--- src/sv/vbns_pkg.sv ---
`timescale 1ns / 1ps

package vbns_pkg;

  // Field widths
  localparam int unsigned SCAN_W      = 15;
  localparam int unsigned BYTE_W      = 8;
  localparam int unsigned LEVEL_W     = 8;
  localparam int unsigned BURST_W     = 7;
  localparam int unsigned POS_W       = 10;
  localparam int unsigned COLUMN_W    = 7;
  localparam int unsigned LINE_W      = 9;
  localparam int unsigned CFG_IDX_W   = 4;
  localparam int unsigned CFG_DATA_W  = 10;
  localparam int unsigned MAX_OUT     = 16;
  localparam int unsigned OUT_CNT_W   = 5;

  // Default geometry
  localparam int unsigned SAMPLES_PER_CYCLE_DEF = 14;
  localparam int unsigned CYCLES_PER_LINE_DEF   = 65;
  localparam int unsigned VISIBLE_ROWS_DEF      = 192;
  localparam int unsigned HIDDEN_COLUMNS_DEF    = 25;
  localparam int unsigned LONG_CYCLE_EXTRA_DEF  = 2;

  // Vertical sync lines [VSYNC_FIRST, VSYNC_END)
  localparam logic [LINE_W-1:0] VSYNC_FIRST = 9'd224;
  localparam logic [LINE_W-1:0] VSYNC_END   = 9'd240;
  localparam logic [LINE_W-1:0] LINE_MAX    = 9'd511;

  // Configuration register indexes
  localparam logic [CFG_IDX_W-1:0] REG_BOARD_REVISION  = 4'd0;
  localparam logic [CFG_IDX_W-1:0] REG_LIT_LEVEL       = 4'd1;
  localparam logic [CFG_IDX_W-1:0] REG_SYNC_TIP        = 4'd2;
  localparam logic [CFG_IDX_W-1:0] REG_BURST_LEVEL     = 4'd3;
  localparam logic [CFG_IDX_W-1:0] REG_HSYNC_BEGIN     = 4'd4;
  localparam logic [CFG_IDX_W-1:0] REG_BACKPORCH_START = 4'd5;
  localparam logic [CFG_IDX_W-1:0] REG_BURST_START     = 4'd6;
  localparam logic [CFG_IDX_W-1:0] REG_BURST_END       = 4'd7;

  // Register reset values
  localparam logic                      BOARD_REVISION_RST = 1'b1;
  localparam logic signed [LEVEL_W-1:0] LIT_LEVEL_RST      = 8'sd100;
  localparam logic signed [LEVEL_W-1:0] SYNC_TIP_RST       = -8'sd40;
  localparam logic [BURST_W-1:0]        BURST_LEVEL_RST    = 7'd20;

  typedef struct packed {
    logic [SCAN_W-1:0] scan_index;
    logic [BYTE_W-1:0] video_byte;
    logic              displaying_text;
    logic              hires_mode;
    logic              text_mode;
  } in_t;

  typedef struct packed {
    logic signed [LEVEL_W-1:0] sample_level;
    logic                      last_sample;
  } out_t;

  typedef struct packed {
    logic                      board_revision;
    logic signed [LEVEL_W-1:0] lit_level;
    logic signed [LEVEL_W-1:0] sync_tip;
    logic [BURST_W-1:0]        burst_level;
    logic [POS_W-1:0]          hsync_begin;
    logic [POS_W-1:0]          backporch_start;
    logic [POS_W-1:0]          burst_start;
    logic [POS_W-1:0]          burst_end;
  } cfg_t;

  // Control from the sequencer to the pixel shifter
  typedef struct packed {
    logic load;       // load a new byte
    logic step;       // advance one sample
    logic txt;        // text path
    logic hir;        // hi-res path
    logic half;       // odd sample: half-rate paths shift
    logic lores_odd;  // lo-res: take nibble bit 2 instead of bit 0
    logic lores_hi;   // lo-res: take the upper nibble
  } sh_ctrl_t;

endpackage

--- src/sv/vbns_cfg_regs.sv ---
`timescale 1ns / 1ps

module vbns_cfg_regs (
  input  logic                                clk_i,
  input  logic                                rst_ni,
  input  logic                                wr_en_i,
  input  logic [vbns_pkg::CFG_IDX_W-1:0]      wr_index_i,
  input  logic [vbns_pkg::CFG_DATA_W-1:0]     wr_data_i,
  output vbns_pkg::cfg_t                      cfg_o
);

  vbns_pkg::cfg_t cfg_q, cfg_d;

  always_comb begin
    cfg_d = cfg_q;
    if (wr_en_i) begin
      case (wr_index_i)
        vbns_pkg::REG_BOARD_REVISION:  cfg_d.board_revision  = wr_data_i[0];
        vbns_pkg::REG_LIT_LEVEL:       cfg_d.lit_level       = $signed(wr_data_i[7:0]);
        vbns_pkg::REG_SYNC_TIP:        cfg_d.sync_tip        = $signed(wr_data_i[7:0]);
        vbns_pkg::REG_BURST_LEVEL:     cfg_d.burst_level     = wr_data_i[6:0];
        vbns_pkg::REG_HSYNC_BEGIN:     cfg_d.hsync_begin     = wr_data_i;
        vbns_pkg::REG_BACKPORCH_START: cfg_d.backporch_start = wr_data_i;
        vbns_pkg::REG_BURST_START:     cfg_d.burst_start     = wr_data_i;
        vbns_pkg::REG_BURST_END:       cfg_d.burst_end       = wr_data_i;
        default: ;  // drop writes beyond the register list
      endcase
    end
  end

  always_ff @(posedge clk_i or negedge rst_ni) begin
    if (!rst_ni) begin
      cfg_q.board_revision  <= vbns_pkg::BOARD_REVISION_RST;
      cfg_q.lit_level       <= vbns_pkg::LIT_LEVEL_RST;
      cfg_q.sync_tip        <= vbns_pkg::SYNC_TIP_RST;
      cfg_q.burst_level     <= vbns_pkg::BURST_LEVEL_RST;
      cfg_q.hsync_begin     <= '0;
      cfg_q.backporch_start <= '0;
      cfg_q.burst_start     <= '0;
      cfg_q.burst_end       <= '0;
    end else begin
      cfg_q <= cfg_d;
    end
  end

  assign cfg_o = cfg_q;

endmodule

--- src/sv/vbns_shifter.sv ---
`timescale 1ns / 1ps

module vbns_shifter (
  input  logic                          clk_i,
  input  logic                          rst_ni,
  input  vbns_pkg::sh_ctrl_t            ctrl_i,
  input  logic [vbns_pkg::BYTE_W-1:0]   video_byte_i,
  output logic                          bit_o,
  output logic                          gs_lsb_o,
  output logic                          high_bit_o
);

  logic [vbns_pkg::BYTE_W-1:0] gs_q, gs_d;
  logic [vbns_pkg::BYTE_W-1:0] ts_q, ts_d;
  logic                        high_q, high_d;
  logic [3:0]                  nib;

  // Lo-res: pick one nibble, then bit 0 or bit 2 of it
  assign nib = ctrl_i.lores_hi ? gs_q[7:4] : gs_q[3:0];

  always_comb begin
    if (ctrl_i.txt) begin
      bit_o = ts_q[0];
    end else if (ctrl_i.hir) begin
      bit_o = gs_q[0];
    end else begin
      bit_o = ctrl_i.lores_odd ? nib[2] : nib[0];
    end
  end

  always_comb begin
    gs_d   = gs_q;
    ts_d   = ts_q;
    high_d = high_q;
    if (ctrl_i.load) begin
      if (ctrl_i.txt) begin
        ts_d = video_byte_i;
      end else begin
        gs_d   = video_byte_i;
        high_d = video_byte_i[7];
      end
    end else if (ctrl_i.step) begin
      if (ctrl_i.txt) begin
        if (ctrl_i.half) begin
          ts_d = {1'b0, ts_q[7:1]};
        end
      end else if (ctrl_i.hir) begin
        // shift right, bit 4 wraps into bit 7
        if (ctrl_i.half) begin
          gs_d = {gs_q[4], gs_q[7:1]};
        end
      end else begin
        // rotate each nibble right by one
        gs_d = {gs_q[4], gs_q[7:5], gs_q[0], gs_q[3:1]};
      end
    end
  end

  always_ff @(posedge clk_i or negedge rst_ni) begin
    if (!rst_ni) begin
      gs_q   <= '0;
      ts_q   <= '0;
      high_q <= 1'b0;
    end else begin
      gs_q   <= gs_d;
      ts_q   <= ts_d;
      high_q <= high_d;
    end
  end

  assign gs_lsb_o   = gs_q[0];
  assign high_bit_o = high_q;

endmodule

--- src/sv/vbns_level.sv ---
`timescale 1ns / 1ps

module vbns_level #(
  parameter int unsigned HC_W = 10
) (
  input  vbns_pkg::cfg_t                         cfg_i,
  input  logic [HC_W-1:0]                        hc_i,
  input  logic                                   text_mode_i,
  input  logic                                   line_vis_i,
  input  logic [vbns_pkg::LINE_W-1:0]            line_count_i,
  output logic signed [vbns_pkg::LEVEL_W-1:0]    level_o
);

  localparam int unsigned CmpW = (HC_W > vbns_pkg::POS_W) ? HC_W : vbns_pkg::POS_W;

  logic [CmpW-1:0]                   hc_x;
  logic                              in_sync, in_burst, in_vsync;
  logic [1:0]                        phase;
  logic signed [vbns_pkg::LEVEL_W-1:0] sync_lvl, burst_lvl, hblank_lvl, vblank_lvl;

  assign hc_x     = CmpW'(hc_i);
  assign in_sync  = (CmpW'(cfg_i.hsync_begin) <= hc_x) &&
                    (hc_x < CmpW'(cfg_i.backporch_start));
  assign in_burst = (CmpW'(cfg_i.burst_start) <= hc_x) && (hc_x < CmpW'(cfg_i.burst_end));
  assign in_vsync = (line_count_i >= vbns_pkg::VSYNC_FIRST) &&
                    (line_count_i < vbns_pkg::VSYNC_END);
  assign phase    = hc_i[1:0] - cfg_i.burst_start[1:0];
  assign sync_lvl = in_sync ? cfg_i.sync_tip : '0;

  // Burst runs 0, -burst, 0, +burst from its start
  always_comb begin
    case (phase)
      2'd1:    burst_lvl = $signed(8'd0 - {1'b0, cfg_i.burst_level});
      2'd3:    burst_lvl = $signed({1'b0, cfg_i.burst_level});
      default: burst_lvl = '0;
    endcase
  end

  always_comb begin
    if (in_burst) begin
      hblank_lvl = (text_mode_i && cfg_i.board_revision) ? '0 : burst_lvl;
    end else begin
      hblank_lvl = sync_lvl;
    end
    vblank_lvl = in_vsync ? cfg_i.sync_tip : sync_lvl;
    level_o    = line_vis_i ? hblank_lvl : vblank_lvl;
  end

endmodule

--- src/sv/video_byte_to_ntsc_samples_core.sv ---
`timescale 1ns / 1ps

// Channel  Dir  Handshake                Payload
// -------  ---  -----------------------  ------------------------------------
// in       in   in_valid_i/in_stall_o    vbns_pkg::in_t  (one video byte)
// out      out  out_valid_o/out_stall_i  vbns_pkg::out_t (one sample)
// cfg      in   cfg_valid_i/cfg_ready_o  cfg_index_i, cfg_data_i
//
// One byte yields SAMPLES_PER_CYCLE samples, plus LONG_CYCLE_EXTRA on the last column of a line:
// the idle state takes the transfer, a setup state (ST_PREP) computes the multiplier terms,
// then one sample per clock comes out of the pixel shifter while the output does not stall.
// Reset is asynchronous; counters and shifters clear and the registers load their defaults.
// A stall on the output holds the sequencer; in_stall_o stays high from the accepted
// transfer until the last sample has been issued.

module video_byte_to_ntsc_samples_core #(
  parameter int unsigned SAMPLES_PER_CYCLE = vbns_pkg::SAMPLES_PER_CYCLE_DEF,
  parameter int unsigned CYCLES_PER_LINE   = vbns_pkg::CYCLES_PER_LINE_DEF,
  parameter int unsigned VISIBLE_ROWS      = vbns_pkg::VISIBLE_ROWS_DEF,
  parameter int unsigned HIDDEN_COLUMNS    = vbns_pkg::HIDDEN_COLUMNS_DEF,
  parameter int unsigned LONG_CYCLE_EXTRA  = vbns_pkg::LONG_CYCLE_EXTRA_DEF
) (
  input  logic                              clk_i,
  input  logic                              rst_ni,
  input  logic                              in_valid_i,
  output logic                              in_stall_o,
  input  vbns_pkg::in_t                     in_data_i,
  output logic                              out_valid_o,
  input  logic                              out_stall_i,
  output vbns_pkg::out_t                    out_data_o,
  input  logic                              cfg_valid_i,
  output logic                              cfg_ready_o,
  input  logic [vbns_pkg::CFG_IDX_W-1:0]    cfg_index_i,
  input  logic [vbns_pkg::CFG_DATA_W-1:0]   cfg_data_i
);

  // Sample counter covers the long cycle
  localparam int unsigned MaxCycles = SAMPLES_PER_CYCLE + LONG_CYCLE_EXTRA;
  localparam int unsigned CW        = $clog2(MaxCycles + 1);
  // Line sample index, including the increments on the last column
  localparam int unsigned HcMax     = (CYCLES_PER_LINE - 1) * SAMPLES_PER_CYCLE + MaxCycles;
  localparam int unsigned HcW       = $clog2(HcMax + 1);
  // scan_index / CYCLES_PER_LINE as a multiply by a rounded-up reciprocal;
  // the shift leaves enough guard bits that no correction is needed
  localparam int unsigned RecipShift = vbns_pkg::SCAN_W + $clog2(CYCLES_PER_LINE);
  localparam longint unsigned RecipM =
      ((64'd1 << RecipShift) + CYCLES_PER_LINE - 1) / CYCLES_PER_LINE;
  localparam int unsigned RecipW    = $clog2(RecipM + 1);
  localparam int unsigned ProdW     = vbns_pkg::SCAN_W + RecipW;

  typedef enum logic [1:0] {
    ST_IDLE,
    ST_PREP,
    ST_RUN
  } state_e;

  state_e                                state_q;
  vbns_pkg::in_t                         item_q;
  logic [vbns_pkg::COLUMN_W-1:0]         column_q;
  logic [vbns_pkg::LINE_W-1:0]           line_q;
  logic                                  last_hires_q;
  logic [CW-1:0]                         c_q;
  logic [CW-1:0]                         cycles_last_q;
  logic [CW-1:0]                         first_blank_q;
  logic [vbns_pkg::OUT_CNT_W-1:0]        n_q;
  logic [3:0]                            count_last_q;
  logic                                  ins_q;
  logic                                  show_last_q;
  logic                                  line_vis_q;
  logic                                  h_vis_q;
  logic                                  lores_odd_q;
  logic                                  lores_hi_q;
  logic [HcW-1:0]                        hc_q;
  logic                                  out_valid_q;
  vbns_pkg::out_t                        out_q;

  vbns_pkg::cfg_t                        cfg;
  vbns_pkg::sh_ctrl_t                    sh_ctrl;
  logic                                  sh_bit, sh_gs_lsb, sh_high_bit;
  logic signed [vbns_pkg::LEVEL_W-1:0]   blank_lvl, pix_lvl, sample_lvl;

  logic                                  accept, out_free, emit_ok, go, last_flag;
  logic                                  is_long, shift;
  logic [CW-1:0]                         total;
  logic [ProdW-1:0]                      recip_prod;

  // ---------------------------------------------------------------------------
  // Registers and datapath units
  // ---------------------------------------------------------------------------
  assign cfg_ready_o = 1'b1;

  vbns_cfg_regs u_cfg (
    .clk_i      (clk_i),
    .rst_ni     (rst_ni),
    .wr_en_i    (cfg_valid_i && cfg_ready_o),
    .wr_index_i (cfg_index_i),
    .wr_data_i  (cfg_data_i),
    .cfg_o      (cfg)
  );

  assign accept   = (state_q == ST_IDLE) && in_valid_i;
  assign out_free = !out_valid_q || !out_stall_i;
  // Samples past the sixteenth are dropped but still advance the state
  assign emit_ok  = !n_q[vbns_pkg::OUT_CNT_W-1];
  assign go       = (state_q == ST_RUN) && (!emit_ok || out_free);

  always_comb begin
    sh_ctrl.load      = accept;
    sh_ctrl.step      = go && !ins_q;
    sh_ctrl.txt       = accept ? in_data_i.displaying_text : item_q.displaying_text;
    sh_ctrl.hir       = item_q.hires_mode;
    sh_ctrl.half      = c_q[0];
    sh_ctrl.lores_odd = lores_odd_q;
    sh_ctrl.lores_hi  = lores_hi_q;
  end

  vbns_shifter u_shifter (
    .clk_i        (clk_i),
    .rst_ni       (rst_ni),
    .ctrl_i       (sh_ctrl),
    .video_byte_i (in_data_i.video_byte),
    .bit_o        (sh_bit),
    .gs_lsb_o     (sh_gs_lsb),
    .high_bit_o   (sh_high_bit)
  );

  vbns_level #(
    .HC_W (HcW)
  ) u_level (
    .cfg_i        (cfg),
    .hc_i         (hc_q),
    .text_mode_i  (item_q.text_mode),
    .line_vis_i   (line_vis_q),
    .line_count_i (line_q),
    .level_o      (blank_lvl)
  );

  // ---------------------------------------------------------------------------
  // Setup terms, used in the prep clock
  // ---------------------------------------------------------------------------
  assign is_long    = (column_q == vbns_pkg::COLUMN_W'(CYCLES_PER_LINE - 1));
  assign total      = is_long ? CW'(MaxCycles) : CW'(SAMPLES_PER_CYCLE);
  // Half-pixel delay: hi-res graphics byte with bit 7 set, in the visible area, on board revision 1
  assign shift      = !item_q.displaying_text && item_q.hires_mode && sh_high_bit &&
                      (line_q < vbns_pkg::LINE_W'(VISIBLE_ROWS)) &&
                      (column_q >= vbns_pkg::COLUMN_W'(HIDDEN_COLUMNS)) &&
                      cfg.board_revision;
  assign recip_prod = ProdW'(item_q.scan_index) * ProdW'(RecipW'(RecipM));

  // ---------------------------------------------------------------------------
  // Sample selection
  // ---------------------------------------------------------------------------
  always_comb begin
    pix_lvl = (sh_bit && (c_q < first_blank_q)) ? cfg.lit_level : '0;
    if (ins_q) begin
      // inserted sample repeats the last hi-res bit of the previous byte
      sample_lvl = show_last_q ? cfg.lit_level : '0;
    end else if (line_vis_q && h_vis_q) begin
      sample_lvl = pix_lvl;
    end else begin
      sample_lvl = blank_lvl;
    end
  end

  assign last_flag = (n_q[3:0] == count_last_q);

  // ---------------------------------------------------------------------------
  // Sequencer
  // ---------------------------------------------------------------------------
  always_ff @(posedge clk_i or negedge rst_ni) begin
    if (!rst_ni) begin
      state_q       <= ST_IDLE;
      item_q        <= '0;
      column_q      <= '0;
      line_q        <= '0;
      last_hires_q  <= 1'b0;
      c_q           <= '0;
      cycles_last_q <= '0;
      first_blank_q <= '0;
      n_q           <= '0;
      count_last_q  <= '0;
      ins_q         <= 1'b0;
      show_last_q   <= 1'b0;
      line_vis_q    <= 1'b0;
      h_vis_q       <= 1'b0;
      lores_odd_q   <= 1'b0;
      lores_hi_q    <= 1'b0;
      hc_q          <= '0;
      out_valid_q   <= 1'b0;
      out_q         <= '0;
    end else begin
      // Release the output register once taken; a new sample below overrides
      if (!out_stall_i) begin
        out_valid_q <= 1'b0;
      end

      case (state_q)
        ST_IDLE: begin
          if (accept) begin
            item_q <= in_data_i;
            // scan index zero restarts the line count
            if (in_data_i.scan_index == '0) begin
              line_q <= '0;
            end
            state_q <= ST_PREP;
          end
        end

        ST_PREP: begin
          cycles_last_q <= total - CW'(shift) - CW'(1);
          first_blank_q <= CW'(SAMPLES_PER_CYCLE) - CW'(shift);
          count_last_q  <= (total > CW'(vbns_pkg::MAX_OUT)) ? 4'd15 : 4'(total - CW'(1));
          ins_q         <= shift;
          show_last_q   <= shift && last_hires_q;
          line_vis_q    <= (line_q < vbns_pkg::LINE_W'(VISIBLE_ROWS));
          h_vis_q       <= (column_q >= vbns_pkg::COLUMN_W'(HIDDEN_COLUMNS));
          lores_odd_q   <= (item_q.scan_index[0] == line_q[0]);
          lores_hi_q    <= recip_prod[RecipShift + 2];
          hc_q          <= HcW'(column_q * SAMPLES_PER_CYCLE);
          c_q           <= '0;
          n_q           <= '0;
          state_q       <= ST_RUN;
        end

        ST_RUN: begin
          if (go) begin
            if (emit_ok) begin
              out_valid_q       <= 1'b1;
              out_q.sample_level <= sample_lvl;
              out_q.last_sample <= last_flag;
              n_q               <= n_q + 1'b1;
            end
            if (ins_q) begin
              ins_q <= 1'b0;
            end else begin
              hc_q <= hc_q + 1'b1;
              c_q  <= c_q + 1'b1;
              if (c_q == cycles_last_q) begin
                last_hires_q <= sh_gs_lsb;
                // advance column, wrap into the next line
                if (column_q >= vbns_pkg::COLUMN_W'(CYCLES_PER_LINE - 1)) begin
                  column_q <= '0;
                  if (line_q != vbns_pkg::LINE_MAX) begin
                    line_q <= line_q + 1'b1;
                  end
                end else begin
                  column_q <= column_q + 1'b1;
                end
                state_q <= ST_IDLE;
              end
            end
          end
        end

        default: state_q <= ST_IDLE;
      endcase
    end
  end

  assign in_stall_o  = (state_q != ST_IDLE);
  assign out_valid_o = out_valid_q;
  assign out_data_o  = out_q;

endmodule

--- config.mk ---
export PLATFORM = sky130hd
export DESIGN_NAME = video_byte_to_ntsc_samples_core
export DESIGN_NICKNAME = d
export VERILOG_FILES = /design/src/sv/vbns_pkg.sv /design/src/sv/vbns_cfg_regs.sv /design/src/sv/vbns_shifter.sv /design/src/sv/vbns_level.sv /design/src/sv/video_byte_to_ntsc_samples_core.sv
export SDC_FILE = /design/constraint.sdc
export NUM_CORES = 1
export LEC_CHECK = 0
export ABC_CLOCK_PERIOD_IN_PS = 5600
export CAP_MARGIN = 20
export CORE_ASPECT_RATIO = 0.5
export CORE_MARGIN = 3
export CORE_UTILIZATION = 65
export DETAILED_ROUTE_END_ITERATION = 8
export DONT_BUFFER_PORTS = 1
export PLACE_DENSITY = 0.79
export SETUP_SLACK_MARGIN = 0.4
export SYNTH_ARGS = -nofsm -noshare
export SYNTH_HDL_FRONTEND = slang
export SYNTH_SLANG_ARGS = --single-unit
--- constraint.sdc ---
create_clock -name clk_i -period 5.6 [get_ports clk_i]
set_input_delay 0 -clock clk_i [delete_from_list [all_inputs] [get_ports clk_i]]
set_output_delay 0 -clock clk_i [all_outputs]
set_load 0.02 [all_outputs]
==> results.rst, run 1 <==
.. list-table::
   :header-rows: 1

   * - Metric
     - Value
   * - CTS sink cnt
     - around 160
   * - Total I/O pin count
     - 57
   * - Total global routing track utilization
     - 0.3048
   * - Number of global-route vias before repair
     - 8,033
   * - Maximum number of buffers from clock root to sink
     - 2
   * - Area growth from synthesis to final layout
     - 12.70%
   * - Core Area
     - around 15,000 um^2
   * - Wire per inst
     - 19.40 um
   * - Slew headroom
     - 0.3253
   * - Number of synthesized flops with an enable pin
     - 0
   * - Setup CP Type
     - register to register
   * - Class of the worst hold path
     - primary input to register
   * - Final weighted congestion of routability-driven global placement
     - 0.9158
   * - Filler cell count in the final layout
     - 979
   * - Cell with the largest stage delay on the worst path
     - fa_1
   * - Number of synthesized register bits
     - around 160
   * - Final setup violation count
     - 0
   * - Category of the worst setup path launch point
     - register
   * - Ordered list of cells on the worst path
     - fa_1, fa_1, inv_1, fa_1, inv_1, fa_1, ha_1, ha_1, a21o_1, a21oi_1, o211ai_1, a21oi_1, o21ai_0, xnor2_1, o21ai_0
   * - Place WS
     - 1.224 ns
   * - Result of the run
     - finished clean
   * - Hold_sp
     - in_valid_i
   * - CTS tree
     - yes
   * - Max incr delay on CP
     - between 0.5 and 0.6 ns
   * - Maximum number of pins on one net before global-route repair
     - between 150 and 200
   * - Combined buffer and inverter count along the critical path
     - 2
   * - Worst r2r path cells
     - 15
   * - Initial detailed-routing violation count
     - 729
   * - Detailed-placement wirelength estimate
     - 17.29 mm
   * - Portion of the post-synthesis area used by sequential elements
     - 0.3841
   * - Level count of the clock H-tree
     - 4
   * - Final routed DRC violation total
     - 0
   * - Initial antenna violation count
     - 1
   * - Synthesized Nets
     - 1,241
   * - Synthesis Warnings
     - 0
   * - Final critical-path required period
     - 4.375 ns
   * - Clock transition at the registers of the reported paths
     - 0.07 ns
   * - Fraction of synthesis flops using an asynchronous set or reset pin
     - 1.000
   * - Worst Tran Pin Value
     - 1.010 ns
   * - TritonCTS Buffers
     - 17
   * - Wire length of the first global-routing pass
     - 41.28 mm
   * - Beginning of the critical path
     - item_q[17]
   * - Area of the multi-input gates
     - slightly below 6000 um^2
   * - Dominant synthesized flop cell
     - dfrtp_1
   * - Maximum fanout along the worst path
     - 5
   * - Hold-fix buffers, CTS
     - 56
   * - Max-slew violation count
     - 0
   * - Crit share post-route
     - 0.7813
   * - Horizontal die dimension
     - around 180 um
   * - Detailed-route vias per instance
     - 6.177
   * - Final-stage net count
     - 1,291
   * - Total Negative Setup Slacks
     - 0 ns
   * - Count of buffers from port buffering
     - 0
   * - Critical path's top delay family
     - adder cells
   * - Unrepaired setup endpoints after global routing
     - no
   * - Register-to-register setup slack
     - 1.22 ns
   * - Maximum clock skew at final layout
     - 0.01044 ns
   * - Residual antenna-violating net count after detailed routing
     - 0
   * - Fraction of layout instances using a drive strength above 1
     - 0.09829
   * - Post-synthesis area per instance
     - 9.873 um^2
   * - Routed WL
     - 25.38 mm
   * - Area of all sequential standard cells
     - 3966 um^2
   * - # Max-Cap Violations
     - 0
   * - Cell Area, Placed
     - 10,470 um^2
   * - Cell Rows
     - 31
   * - Initial Util
     - 0.6880
   * - Number of vias in the routed layout
     - approximately 8,100
   * - Fmax
     - 0.2286 GHz
   * - Initial DRT Pass Iterations
     - 7
   * - Critical path arrival
     - between 4 and 5 ns
   * - Die boundary height
     - 95.13 um
   * - Clock latency of the later-clocked register in the worst-skew pair
     - 0.43 ns
   * - Worst Setup End Kind
     - register
   * - Total stage count of the critical path
     - 15
   * - Overall die area
     - 17,530 um^2
   * - Clk root buf
     - clkbuf_16
   * - Post-CTS Setup Repair Bufs
     - 0
   * - Reg2reg start
     - item_q[17]
   * - Fin. Hold Viols
     - 0
   * - Final worst-path setup slack
     - 1.225 ns
   * - Cell Area, Synth
     - around 10,000 um^2
   * - Worst Hold Depth
     - 3
   * - Post-CTS Resized
     - 0
   * - Syn Inst Count
     - between 1,000 and 1,500
   * - Critical path data required time
     - roughly 5.9 ns
   * - Distinct cell type count after synthesis
     - 74
   * - Grt ovf
     - 0
   * - Most common cell on crit path
     - fa_1
   * - Final standard cell area without fillers
     - 11,640 um^2
[per-stage QoR]
step | hold slack (ns) | std cells | util
final | 0.008580 | 1308 | 0.7754
after detailed placement | -0.2910 | 1216 | 0.6974
after floorplan | -0.2956 | 1046 | -
after global routing | 0.04165 | 1308 | 0.7754
after CTS | 0.006075 | 1304 | 0.7733
after global placement | -0.2910 | 1216 | 0.6974
[path summary, 6_finish.rpt]
kind / to
hold reg to reg: u_shifter.gs_q[5]
min in group asynchronous: u_cfg.cfg_o[34]
setup reg to reg: lores_hi_q
max in group asynchronous: item_q[11]
setup / recovery: lores_hi_q
hold / removal: u_shifter.gs_q[2]
[layout make-up]
class	instances	share of cell area
clock buffers	19	0.03892
well taps	198	0.02129
clock inverters	13	0.009245
flip-flops and latches	158	0.3408
diodes	1	0.0002150
multi-input cells	744	0.4991
inverters	114	0.03698
repair buffers	61	0.05343
[per-layer routing]
metal | up-vias | track usage | share of wire
met5 | - | 0 | 0
met4 | 0 | 0.09742 | 0.023
met3 | 53 | 0.06212 | 0.075
met2 | 320 | 0.5074 | 0.48
met1 | 3983 | 0.4086 | 0.43
li1 | 3724 | - | -
[synth_stat cells (all sizes together) (5+ instances only)]
| library cell | n | share of area |
|---|---|---|
| a21oi | 75 | 0.036 |
| dfstp | 10 | 0.025 |
| nor3 | 11 | 0.0053 |
| o21ai | 91 | 0.044 |
| xor2 | 14 | 0.012 |
| nand3 | 28 | 0.014 |
| nand4 | 17 | 0.010 |
| dfrtp | 148 | 0.36 |
| nand3b | 5 | 0.0036 |
| and3 | 7 | 0.0042 |
| nand2 | 123 | 0.045 |
| a21o | 11 | 0.0080 |
| fa | 44 | 0.085 |
| inv | 114 | 0.042 |
| and2 | 7 | 0.0042 |
| nand2b | 10 | 0.0061 |
| clkbuf | 22 | 0.0080 |
| nor4 | 8 | 0.0048 |
| mux2i | 5 | 0.0061 |
| buf | 8 | 0.0038 |
| a31oi | 14 | 0.0085 |
| mux2 | 48 | 0.052 |
| nor2 | 38 | 0.015 |
| xnor2 | 15 | 0.013 |
| ha | 106 | 0.13 |
| a221oi | 8 | 0.0068 |
[logic make-up (layout without fill, tap and decap cells)]
logic type               Yosys count  in the layout  share of synthesized area
AND/OR/NAND/NOR                  273            273                     0.1266
flip-flops                       158            158                     0.3841
XOR/XNOR                          29             29                    0.02459
adder cells (fa/ha/maj)          150            150                     0.2137
multiplexers                      53             53                    0.05840
other                              1              2                  0.0003631
buffers and inverters            144            207                    0.05343
AO/OA/AOI/OAI                    238            238                     0.1388
[layout by cell type (no fill, tap or decap), types with 7 or more instances in the layout]
master | synthesis | routed
a21o_1 | 11 | 11
a21oi_1 | 75 | 75
a221oi_1 | 8 | 8
a31oi_1 | 14 | 14
and2_1 | 7 | 7
and3_1 | 7 | 7
clkbuf_16 | 0 | 17
dfrtp_1 | 148 | 148
dfstp_2 | 10 | 10
dlygate4sd3_1 | 0 | 56
fa_1 | 44 | 44
ha_1 | 106 | 106
inv_1 | 113 | 113
mux2_2 | 47 | 47
nand2_1 | 122 | 122
nand2b_1 | 10 | 10
nand3_1 | 27 | 27
nand4_1 | 17 | 17
nor2_1 | 36 | 36
nor3_1 | 11 | 11
nor4_1 | 8 | 8
o21ai_0 | 86 | 86
xnor2_1 | 15 | 15
xor2_1 | 14 | 14
[worst min-delay path, stage by stage]
cell,delay (ns)
nand2_4,0.14
a21oi_1,0.18
o21ai_0,0.07
[flip-flops by register name (all words and copies together) (netlist names), 2 cells and up]
| signal | flops |
|---|---|
| u_cfg.cfg_o | 64 |
| item_q | 18 |
| hc_q | 10 |
| line_q | 9 |
| out_data_o | 9 |
| u_shifter.gs_q | 8 |
| u_shifter.ts_q | 8 |
| column_q | 7 |
| c_q | 5 |
| n_q | 5 |
| cycles_last_q | 3 |
| state_q | 2 |
Power of run 1 is not shown: default switching activity piles up to over one toggle a cycle in this logic, so the estimate is an artifact.
==> inputs of run 2 (changes only) <==
ABC_CLOCK_PERIOD_IN_PS = 4500   (was 5600)
clock period = 4.5 ns   (was 5.6 ns; I/O delays follow)
==> run 2 against run 1 <==
  * Clock skew shrank 0.00081 ns
  * Fmax is 4.2% higher
  * Critical endpoint unchanged
  * Sequential cell count unchanged
==> results.rst, run 2 (synthesis results as in run 1) <==
.. list-table::
   :header-rows: 1

   * - Metric
     - Value
   * - Horizontal die dimension
     - 184.3 um (unchanged)
   * - Maximum clock skew at final layout
     - 0.009632 ns (-0.0008131 ns)
   * - Area of all sequential standard cells
     - 3975 um^2 (+0.22%)
   * - Cell with the largest stage delay on the worst path
     - fa_1
   * - Area growth from synthesis to final layout
     - 15.00%
   * - Combined buffer and inverter count along the critical path
     - 3 (+1)
   * - Layout Utilization
     - 0.7912 (+0.01584)
   * - Overall die area
     - 17,530 um^2 (unchanged)
   * - Total stage count of the critical path
     - 16 (+1)
   * - Total global routing track utilization
     - 0.3063 (+0.001536)
   * - Residual antenna-violating net count after detailed routing
     - 0 (unchanged)
   * - CTS sink cnt
     - 158 (unchanged)
   * - Clock latency of the later-clocked register in the worst-skew pair
     - 0.44 ns (about the same)
   * - Cell Rows
     - 31 (unchanged)
   * - Final-stage net count
     - 1,304 (+1.0%)
   * - Die boundary height
     - 95.13 um (unchanged)
   * - Final weighted congestion of routability-driven global placement
     - 0.9162 (about the same)
   * - Fraction of layout instances using a drive strength above 1
     - 0.1248 (+0.02649)
   * - Filler cell count in the final layout
     - 940 (-4.0%)
   * - Core Area
     - 15,010 um^2 (unchanged)
   * - Class of the worst hold path
     - primary input to register
   * - Crit share post-route
     - 0.9326 (+0.1514)
   * - Wire per inst
     - 19.88 um (+2.4%)
   * - CTS tree
     - yes
   * - Slew headroom
     - 0.3289 (+0.003661)
   * - Category of the worst setup path launch point
     - register
   * - Wire length of the first global-routing pass
     - 41.32 mm (+0.12%)
   * - Initial antenna violation count
     - 1 (unchanged)
   * - Worst Hold Depth
     - 3 (unchanged)
   * - Max-slew violation count
     - 0 (unchanged)
   * - Maximum number of buffers from clock root to sink
     - 2 (unchanged)
   * - Hold_sp
     - cfg_index_i[0]
   * - Number of global-route vias before repair
     - 8,154 (+1.5%)
   * - Ordered list of cells on the worst path
     - buf_4, fa_1, ha_1, inv_1, fa_1, fa_1, inv_1, ha_1, ha_4, nand3_1, o21a_1, o211ai_1, a21oi_1, o21ai_1, xnor2_1, o21ai_1
   * - Total Negative Setup Slacks
     - 0 ns (unchanged)
   * - TritonCTS Buffers
     - 17 (unchanged)
   * - # Max-Cap Violations
     - 0 (unchanged)
   * - Critical path arrival
     - 4.48 ns (-0.17 ns)
   * - Final routed DRC violation total
     - 0 (unchanged)
   * - Detailed-placement wirelength estimate
     - 17.07 mm (-1.3%)
   * - Result of the run
     - finished clean
   * - Worst R2R End
     - lores_hi_q
   * - Final critical-path required period
     - 4.197 ns (-0.1783 ns)
   * - Routed WL
     - 26.26 mm (+3.5%)
   * - Final worst-path setup slack
     - 0.3033 ns (-0.9217 ns)
   * - Worst r2r path cells
     - 16 (+1)
   * - Top library cells by usage in the layout, fill and taps aside
     - 141 x dfrtp_1, 122 x nand2_1, 111 x inv_1
   * - Count of buffers from port buffering
     - 0 (unchanged)
   * - Worst Setup End Kind
     - register
   * - Level count of the clock H-tree
     - 4 (unchanged)
   * - Grt ovf
     - 0 (unchanged)
   * - Critical path's top delay family
     - adder cells
   * - Critical path data required time
     - 4.78 ns (-1.09 ns)
   * - Most common cell after layout, fill and taps aside
     - dfrtp_1
   * - Number of vias in the routed layout
     - 8,268 (+2.3%)
   * - Detailed-route vias per instance
     - 6.259 (+1.3%)
   * - Register-to-register setup slack
     - 0.30 ns (-0.92 ns)
   * - Worst-case hold slack
     - 0.03332 ns (+0.02474 ns)
   * - Worst Tran Pin Value
     - 1.004 ns (-0.005478 ns)
   * - Reg2reg start
     - item_q[15]
   * - Max incr delay on CP
     - 0.52 ns (-0.04 ns)
   * - Initial Util
     - 0.6880 (unchanged)
   * - Fmax
     - 0.2383 GHz (+4.2%)
   * - Unrepaired setup endpoints after global routing
     - yes
   * - Total I/O pin count
     - 57 (unchanged)
   * - Number of flip-flops under the largest register name
     - 64 (unchanged)
   * - Area of the multi-input gates
     - 5913 um^2 (+1.8%)
   * - Clock transition at the registers of the reported paths
     - 0.07 ns (about the same)
   * - Hold-critical path endpoint
     - u_cfg.cfg_o[18]
   * - Setup CP Type
     - register to register
   * - Initial DRT Pass Iterations
     - 5 (-2)
   * - Place WS
     - 0.1460 ns (-1.078 ns)
   * - Maximum fanout along the worst path
     - 3 (-2)
   * - Most common cell on crit path
     - fa_1
   * - Initial detailed-routing violation count
     - 684 (-6.2%)
   * - Fin. Hold Viols
     - 0 (unchanged)
   * - Final setup violation count
     - 0 (unchanged)
   * - Clk root buf
     - clkbuf_16
   * - Maximum number of pins on one net before global-route repair
     - 159 (unchanged)
run 2: cell types whose count changed in the layout (fill, tap and decap cells not counted), sizes merged:
cell / change
buf: +10
bufinv: +1
clkinv: +1
clkinvlp: -3
dlygate4sd3: +3
inv: +1
run 2: layout make-up:
cell class | instances | share of cell area
multi-input cells | 744 | 0.4979
flip-flops and latches | 158 | 0.3347
repair buffers | 74 | 0.06121
clock buffers | 19 | 0.03814
inverters | 114 | 0.03624
well taps | 198 | 0.02086
clock inverters | 13 | 0.01075
diodes | 1 | 0.0002107
run 2: worst max-delay path by stage:
| stage | start | to | slack [ns] |
|---|---|---|---|
| after floorplan | item_q[17] | lores_hi_q | 0.41 |
| after global placement | item_q[17] | lores_hi_q | 0.25 |
| after CTS | item_q[14] | lores_hi_q | 0.41 |
| after global routing | item_q[15] | lores_hi_q | 0.11 |
| final | item_q[15] | lores_hi_q | 0.30 |
| after detailed placement | item_q[17] | lores_hi_q | 0.15 |
run 2: per-layer routing:
metal  global-route usage  part of all wire  vias up  wire length [um]
met3              0.08460             0.087       71              2296
met4               0.1207             0.028        0               734
met1               0.3912              0.41     4074             10760
li1                     -                 -     3747                 -
met2               0.5049              0.47      376             12460
met5                    0                 0        -                 0
run 2: worst register-to-register path, delay by kind of cell, from the launching register on:
family                   cells  cell delay [ns]
XOR/XNOR                     1             0.15
AO/OA/AOI/OAI                5             0.76
AND/OR/NAND/NOR              1             0.08
flip-flops                   1             0.40
adder cells (fa/ha/maj)      6             2.41
buffers and inverters        3             0.25
run 2: repair_timing:
action | CTS | global route
cloned | 0 | 0
hold buffers | 59 | 1
endpoints found under the setup margin | 1 | 1
resized for setup | 15 | 9
hold endpoints to repair | 259 | 2
pin swaps | 25 | 15
setup buffers | 5 | 4
run 2: metrics by stage:
step / std cells / instance area [um^2]
after global routing: 1321 / 11880
final: 1321 / 11880
after floorplan: 1046 / 10330
after global placement: 1217 / 10480
after detailed placement: 1217 / 10480
after CTS: 1313 / 11780
Power of run 2 is left out for the same reason.
